**src/sv/khisn_pkg.sv**
```systemverilog
// shared types, constants and tables of the keyed tcp isn generator
package khisn_pkg;

    localparam int ROUNDS = 10;
    localparam int STAGES = 4 * ROUNDS;
    localparam int MSG_BYTES = 37;
    localparam int DIGEST_BYTES = 4;
    localparam int BLOCK_BYTES = 64;
    localparam int KEY_MAX = 32;
    localparam logic [31:0] MUL_TIME = 32'd250;

    localparam logic [2:0] REG_KEY0 = 3'd0;
    localparam logic [2:0] REG_KEY1 = 3'd1;
    localparam logic [2:0] REG_KEY2 = 3'd2;
    localparam logic [2:0] REG_KEY3 = 3'd3;
    localparam logic [2:0] REG_LOADED = 3'd4;

    typedef logic [31:0] word_t;
    typedef logic [15:0][31:0] state_t;
    typedef logic [7:0][31:0] xsel_t;

    typedef struct packed {
        state_t m2;
        word_t  base;
        word_t  h1w0;
        logic   missing;
    } side_t;

    localparam word_t IV [8] = '{
        32'h6A09E667, 32'hBB67AE85, 32'h3C6EF372, 32'hA54FF53A,
        32'h510E527F, 32'h9B05688C, 32'h1F83D9AB, 32'h5BE0CD19
    };

    localparam logic [3:0] SIGMA [10][16] = '{
        '{ 0, 1, 2, 3, 4, 5, 6, 7, 8, 9, 10, 11, 12, 13, 14, 15 },
        '{ 14, 10, 4, 8, 9, 15, 13, 6, 1, 12, 0, 2, 11, 7, 5, 3 },
        '{ 11, 8, 12, 0, 5, 2, 15, 13, 10, 14, 3, 6, 7, 1, 9, 4 },
        '{ 7, 9, 3, 1, 13, 12, 11, 14, 2, 6, 5, 10, 4, 0, 15, 8 },
        '{ 9, 0, 5, 7, 2, 4, 10, 15, 14, 1, 11, 12, 6, 8, 3, 13 },
        '{ 2, 12, 6, 10, 0, 11, 8, 3, 4, 13, 7, 5, 15, 14, 1, 9 },
        '{ 12, 5, 1, 15, 14, 13, 4, 10, 0, 7, 6, 3, 9, 2, 8, 11 },
        '{ 13, 11, 7, 14, 12, 1, 3, 9, 5, 0, 15, 4, 8, 6, 2, 10 },
        '{ 6, 15, 14, 9, 11, 3, 0, 8, 12, 2, 13, 7, 1, 4, 10, 5 },
        '{ 10, 2, 8, 4, 7, 6, 1, 5, 15, 11, 9, 14, 3, 12, 13, 0 }
    };

endpackage

```
**src/sv/khisn_msg.sv**
```systemverilog
// input stage: message block assembly and time scaling
module khisn_msg (
    input  logic                clk,
    input  logic                rst_n,
    input  logic                accept,
    input  logic                key_loaded,
    input  logic                is_ipv6,
    input  logic [63:0]         local_addr_hi,
    input  logic [63:0]         local_addr_lo,
    input  logic [63:0]         remote_addr_hi,
    input  logic [63:0]         remote_addr_lo,
    input  logic [15:0]         own_port,
    input  logic [15:0]         peer_port,
    input  logic [31:0]         time_ms,
    output logic                out_valid,
    output khisn_pkg::side_t    out_side
);
    import khisn_pkg::*;

    logic [7:0] b [BLOCK_BYTES];
    side_t side_next;
    side_t side_reg;
    logic valid_reg;

    always_comb
    begin
        for (int i = 0; i < BLOCK_BYTES; i++)
        begin
            b[i] = 8'h00;
        end
        b[0] = is_ipv6 ? 8'd6 : 8'd4;
        if (is_ipv6)
        begin
            for (int i = 0; i < 8; i++)
            begin
                b[1 + i]  = local_addr_hi[63 - 8 * i -: 8];
                b[9 + i]  = local_addr_lo[63 - 8 * i -: 8];
                b[17 + i] = remote_addr_hi[63 - 8 * i -: 8];
                b[25 + i] = remote_addr_lo[63 - 8 * i -: 8];
            end
        end
        else
        begin
            b[11] = 8'hFF;
            b[12] = 8'hFF;
            b[27] = 8'hFF;
            b[28] = 8'hFF;
            for (int i = 0; i < 4; i++)
            begin
                b[13 + i] = local_addr_lo[31 - 8 * i -: 8];
                b[29 + i] = remote_addr_lo[31 - 8 * i -: 8];
            end
        end
        b[33] = own_port[15:8];
        b[34] = own_port[7:0];
        b[35] = peer_port[15:8];
        b[36] = peer_port[7:0];
        for (int w = 0; w < 16; w++)
        begin
            side_next.m2[w] = {b[4 * w + 3], b[4 * w + 2], b[4 * w + 1], b[4 * w]};
        end
        side_next.base = time_ms * MUL_TIME;
        side_next.h1w0 = '0;
        side_next.missing = !key_loaded;
    end

    always_ff @(posedge clk or negedge rst_n)
    begin
        if (!rst_n)
        begin
            valid_reg <= 1'b0;
        end
        else
        begin
            valid_reg <= accept;
        end
    end

    always_ff @(posedge clk)
    begin
        side_reg <= side_next;
    end

    assign out_valid = valid_reg;
    assign out_side = side_reg;
endmodule

```
**config.mk**
```make
export PLATFORM = sky130hd
export DESIGN_NAME = khisn_msg
export DESIGN_NICKNAME = d
export VERILOG_FILES = /design/src/sv/khisn_pkg.sv /design/src/sv/khisn_msg.sv
export SDC_FILE = /design/constraint.sdc
export NUM_CORES = 1
export LEC_CHECK = 0
export ABC_AREA = 1
export BUFFER_PORTS_ARGS = -buffer_cell sky130_fd_sc_hd__buf_2
export CORE_AREA = 5 5 349 351
export DETAILED_ROUTE_END_ITERATION = 8
export DIE_AREA = 0 0 354 356
export PLACE_DENSITY = 0.3
export SLEW_MARGIN = 20
export SYNTH_ARGS = -nofsm -noshare
export SYNTH_HDL_FRONTEND = slang
export SYNTH_SLANG_ARGS = --single-unit
```
**constraint.sdc**
```tcl
create_clock -name clk -period 0.8 [get_ports clk]
set_clock_uncertainty 0.1 [all_clocks]
set_input_delay 0.04 -clock clk [delete_from_list [all_inputs] [get_ports clk]]
set_output_delay 0.04 -clock clk [all_outputs]
set_load 0.05 [all_outputs]
```
==> reports/metrics.cfg <==
[critical_path]
critPathMostFrequentCell = fa_2
cp_slowest_stage_delay_ns = 0.56
worstSetupStartpointType = input pin
cp.arrival_ns = 3.64
path_class = input pin to flop
critPathRequiredTime_ns = 1.22
crit_chain = buf_8 -> clkinvlp_4 -> buf_6 -> fa_2 -> fa_2 -> fa_2 -> fa_1 -> inv_2 -> ha_4 -> nand2_2 -> buf_4 -> nor2_4 -> inv_2 -> nor2_4 -> buf_4 -> nand4_1 -> nand3b_1 -> xor2_1
path_max_fanout = 4
crit_buf_inv = 7
critPathCaptureType = flop
crit_family = adder cells
cp_slowest_cell = fa_1

[yosys]
yosysSeqAreaShare = 0.4336
synth_compound_area_frac = 0.01413
synthCells = 1665
synth_xor_area_frac = 0.01060
postSynthAreaPerCell_um2 = 8.936
synth.distinct_cells = 28
syn_area_um2 = 14880
synth_mux_area_frac = 0
yosys.area_share.adder = 0.1837
yosys_warnings = 0
synth_top_family_by_area = buffers and inverters
yosys.area_share.simple = 0.1209
ys_seq_elements = 322

[sta]
whs_ns = -0.2202
rsz0062_at_grt = true
setup_viol = 370
hold_viol = 185
period_needed_ns = 3.226
setup_ws_ns = -2.426
period_share = 4.032
slew_violations = 0
timing.fmax_mhz = 310.0

[place]
placed_cell_area_um2 = 21930
hpwl_mm = 61.15
gp_congestion = 0.8075
place_ws_ns = -3.265
portBuffers = 645
dp.cells = 4009

[detailed_routing]
vias_per_cell = 3.065
vias = 13595
wire_per_inst_um = 16.24
drc = 0
ant_nets = 0
drt-total-wl_mm = 72.04
drt-pass1-iter-count = 4
drt_iter0_drc = 408

[clock_tree]
cts_tree = yes
cts_buffers = 45
clock-sinks = 322
clockBufferDepth = 3
clock-root-buffer = clkbuf_16
clk_pin_slew_worst_paths_ns = 0.06
h-tree-depth = 2

[hold_path]
hold_depth = 4
holdCritPathClass = input pin to flop
hp-start = is_ipv6
min_to = out_side[98]$_SDFF_PN0_

[cells_and_area]
final_cell_mix = inv_1, buf_2, dlygate4sd3_1, dfxtp_2, nand2_1
area_growth_pct = 107.5
finalNonFillerCells = 4436
fin_util = 0.2601
final_common_cell = inv_1
finalNetCount = 3332
design_area_um2 = 30870
drive_gt1_frac = 0.5158
nFillCells = 12760

[grt]
antenna_found_initial = 13
grt_max_degree = 24
grt_pass1_wl_mm = 99.91
grtUsageTotal = 0.1097
overflow = 0
grt_pass1_vias = 14909

[power_and_ir_drop]
p_leak_nw = 15.52
p_per_area_nw_per_um2 = 3378
ir_worst_vdd_uv = 1868
power_mw = 104.3

[floorplanning]
core_um2 = 118700
die_x_um = 354
dieArea_um2 = 126000
ios = 903
start_util = 0.1254
num_rows = 127
die_h_um = 356

[job]
drv_cap = 0

[run_status]
violations = negative hold slack, negative setup slack
status = finished with violations

==> cells in the mapped netlist <==
library cell / number / share of area
o21bai_1: 4 / 0.0020
o21ai_0: 7 / 0.0024
nor2_1: 33 / 0.0083
clkbuf_1: 21 / 0.0053
xnor2_1: 5 / 0.0029
nand3_2: 1 / 0.00067
fa_1: 99 / 0.13
inv_1: 404 / 0.10
a21oi_1: 26 / 0.0087
buf_4: 256 / 0.13
nor2_2: 2 / 0.00084
o21a_1: 2 / 0.0010
nor3_2: 2 / 0.0013
or2_0: 1 / 0.00042
nor3_1: 7 / 0.0024
nand2_2: 5 / 0.0021
dfxtp_1: 321 / 0.43
and2_1: 1 / 0.00042
nand2_1: 349 / 0.088
nand4_1: 9 / 0.0038
inv_2: 1 / 0.00025
nand3_1: 27 / 0.0091
conb_1: 2 / 0.00050
dfrtp_1: 1 / 0.0017
nor2_4: 2 / 0.0015
nand3b_1: 4 / 0.0020
xor2_1: 13 / 0.0077
ha_1: 60 / 0.050
==> cell families after synthesis <==
family / after synthesis
AOI/OAI and AO/OA: 39
xor gates and xnor gates: 18
adders and majority gates: 159
buffers and inverters: 682
DFF: 322
other: 2
and+or+nand+nor: 443
==> per-stage QoR <==
stage	hold WS, ns	setup TNS (ns)
2_1_floorplan	-0.3556	-62.75
3_3_place_gp	-0.2615	-85.68
3_5_place_dp	-0.2654	-84.65
4_1_cts	-0.2078	-274.04
5_1_grt	-0.2454	-215.99
6_report	-0.2202	-190.43
==> sequential cells by signal, indices dropped and copies added (netlist names) <==
name	cells
out_valid	1
out_side	321
==> area by class of cell <==
| cell class | count | area (µm²) | area share |
|---|---|---|---|
| inverters | 405 | 1580 | 0.05119 |
| flip-flops and latches | 322 | 6910 | 0.2239 |
| clock buffers | 62 | 1280 | 0.04146 |
| multi-input cells | 915 | 7204 | 0.2334 |
| clock inverters | 20 | 239.0 | 0.007742 |
| repair buffers | 1159 | 11710 | 0.3792 |
| diodes | 5 | 12.51 | 0.0004053 |
| well taps | 1548 | 1937 | 0.06274 |
==> report_power, final <==
group	switching, mW	internal (mW)	total [mW]	leakage (nW)
logic	35.1	29.0	64.2	12.0
clock network	8.29	12.2	20.5	0.747
registers	1.35	18.2	19.6	2.74
total	44.8	59.5	104	15.5
==> worst max path at each step <==
stage / from / to / slack [ns] / cells past startpoint
2_1_floorplan: time_ms[21] / out_side[64]$_DFF_P_ / -2.53 / 18
3_3_place_gp: time_ms[15] / out_side[63]$_DFF_P_ / -3.33 / 17
3_5_place_dp: time_ms[15] / out_side[63]$_DFF_P_ / -3.27 / 17
4_1_cts: time_ms[12] / out_side[63]$_DFF_P_ / -2.40 / 18
5_1_grt: time_ms[11] / out_side[56]$_DFF_P_ / -2.50 / 18
6_report: time_ms[11] / out_side[56]$_DFF_P_ / -2.43 / 18
==> metal layers <==
metal / wire length, µm / vias to the layer above / track usage / part of all wire
met5: 12 / - / 0 / 0.00017
met4: 2992 / 2 / 0.04236 / 0.042
met3: 6654 / 101 / 0.03655 / 0.092
met2: 37160 / 617 / 0.2044 / 0.52
met1: 25220 / 6228 / 0.1136 / 0.35
li1: - / 6647 / - / -
==> what timing repair did <==
item                                    CTS  global route
setup endpoints to repair               349           568
hold buffers                            323             6
pin swaps                                82            74
setup buffers                            25            22
endpoints found under the hold margin   297           263
resized for setup                      1262           128
Note: power is estimated with default switching activity, not from simulation.
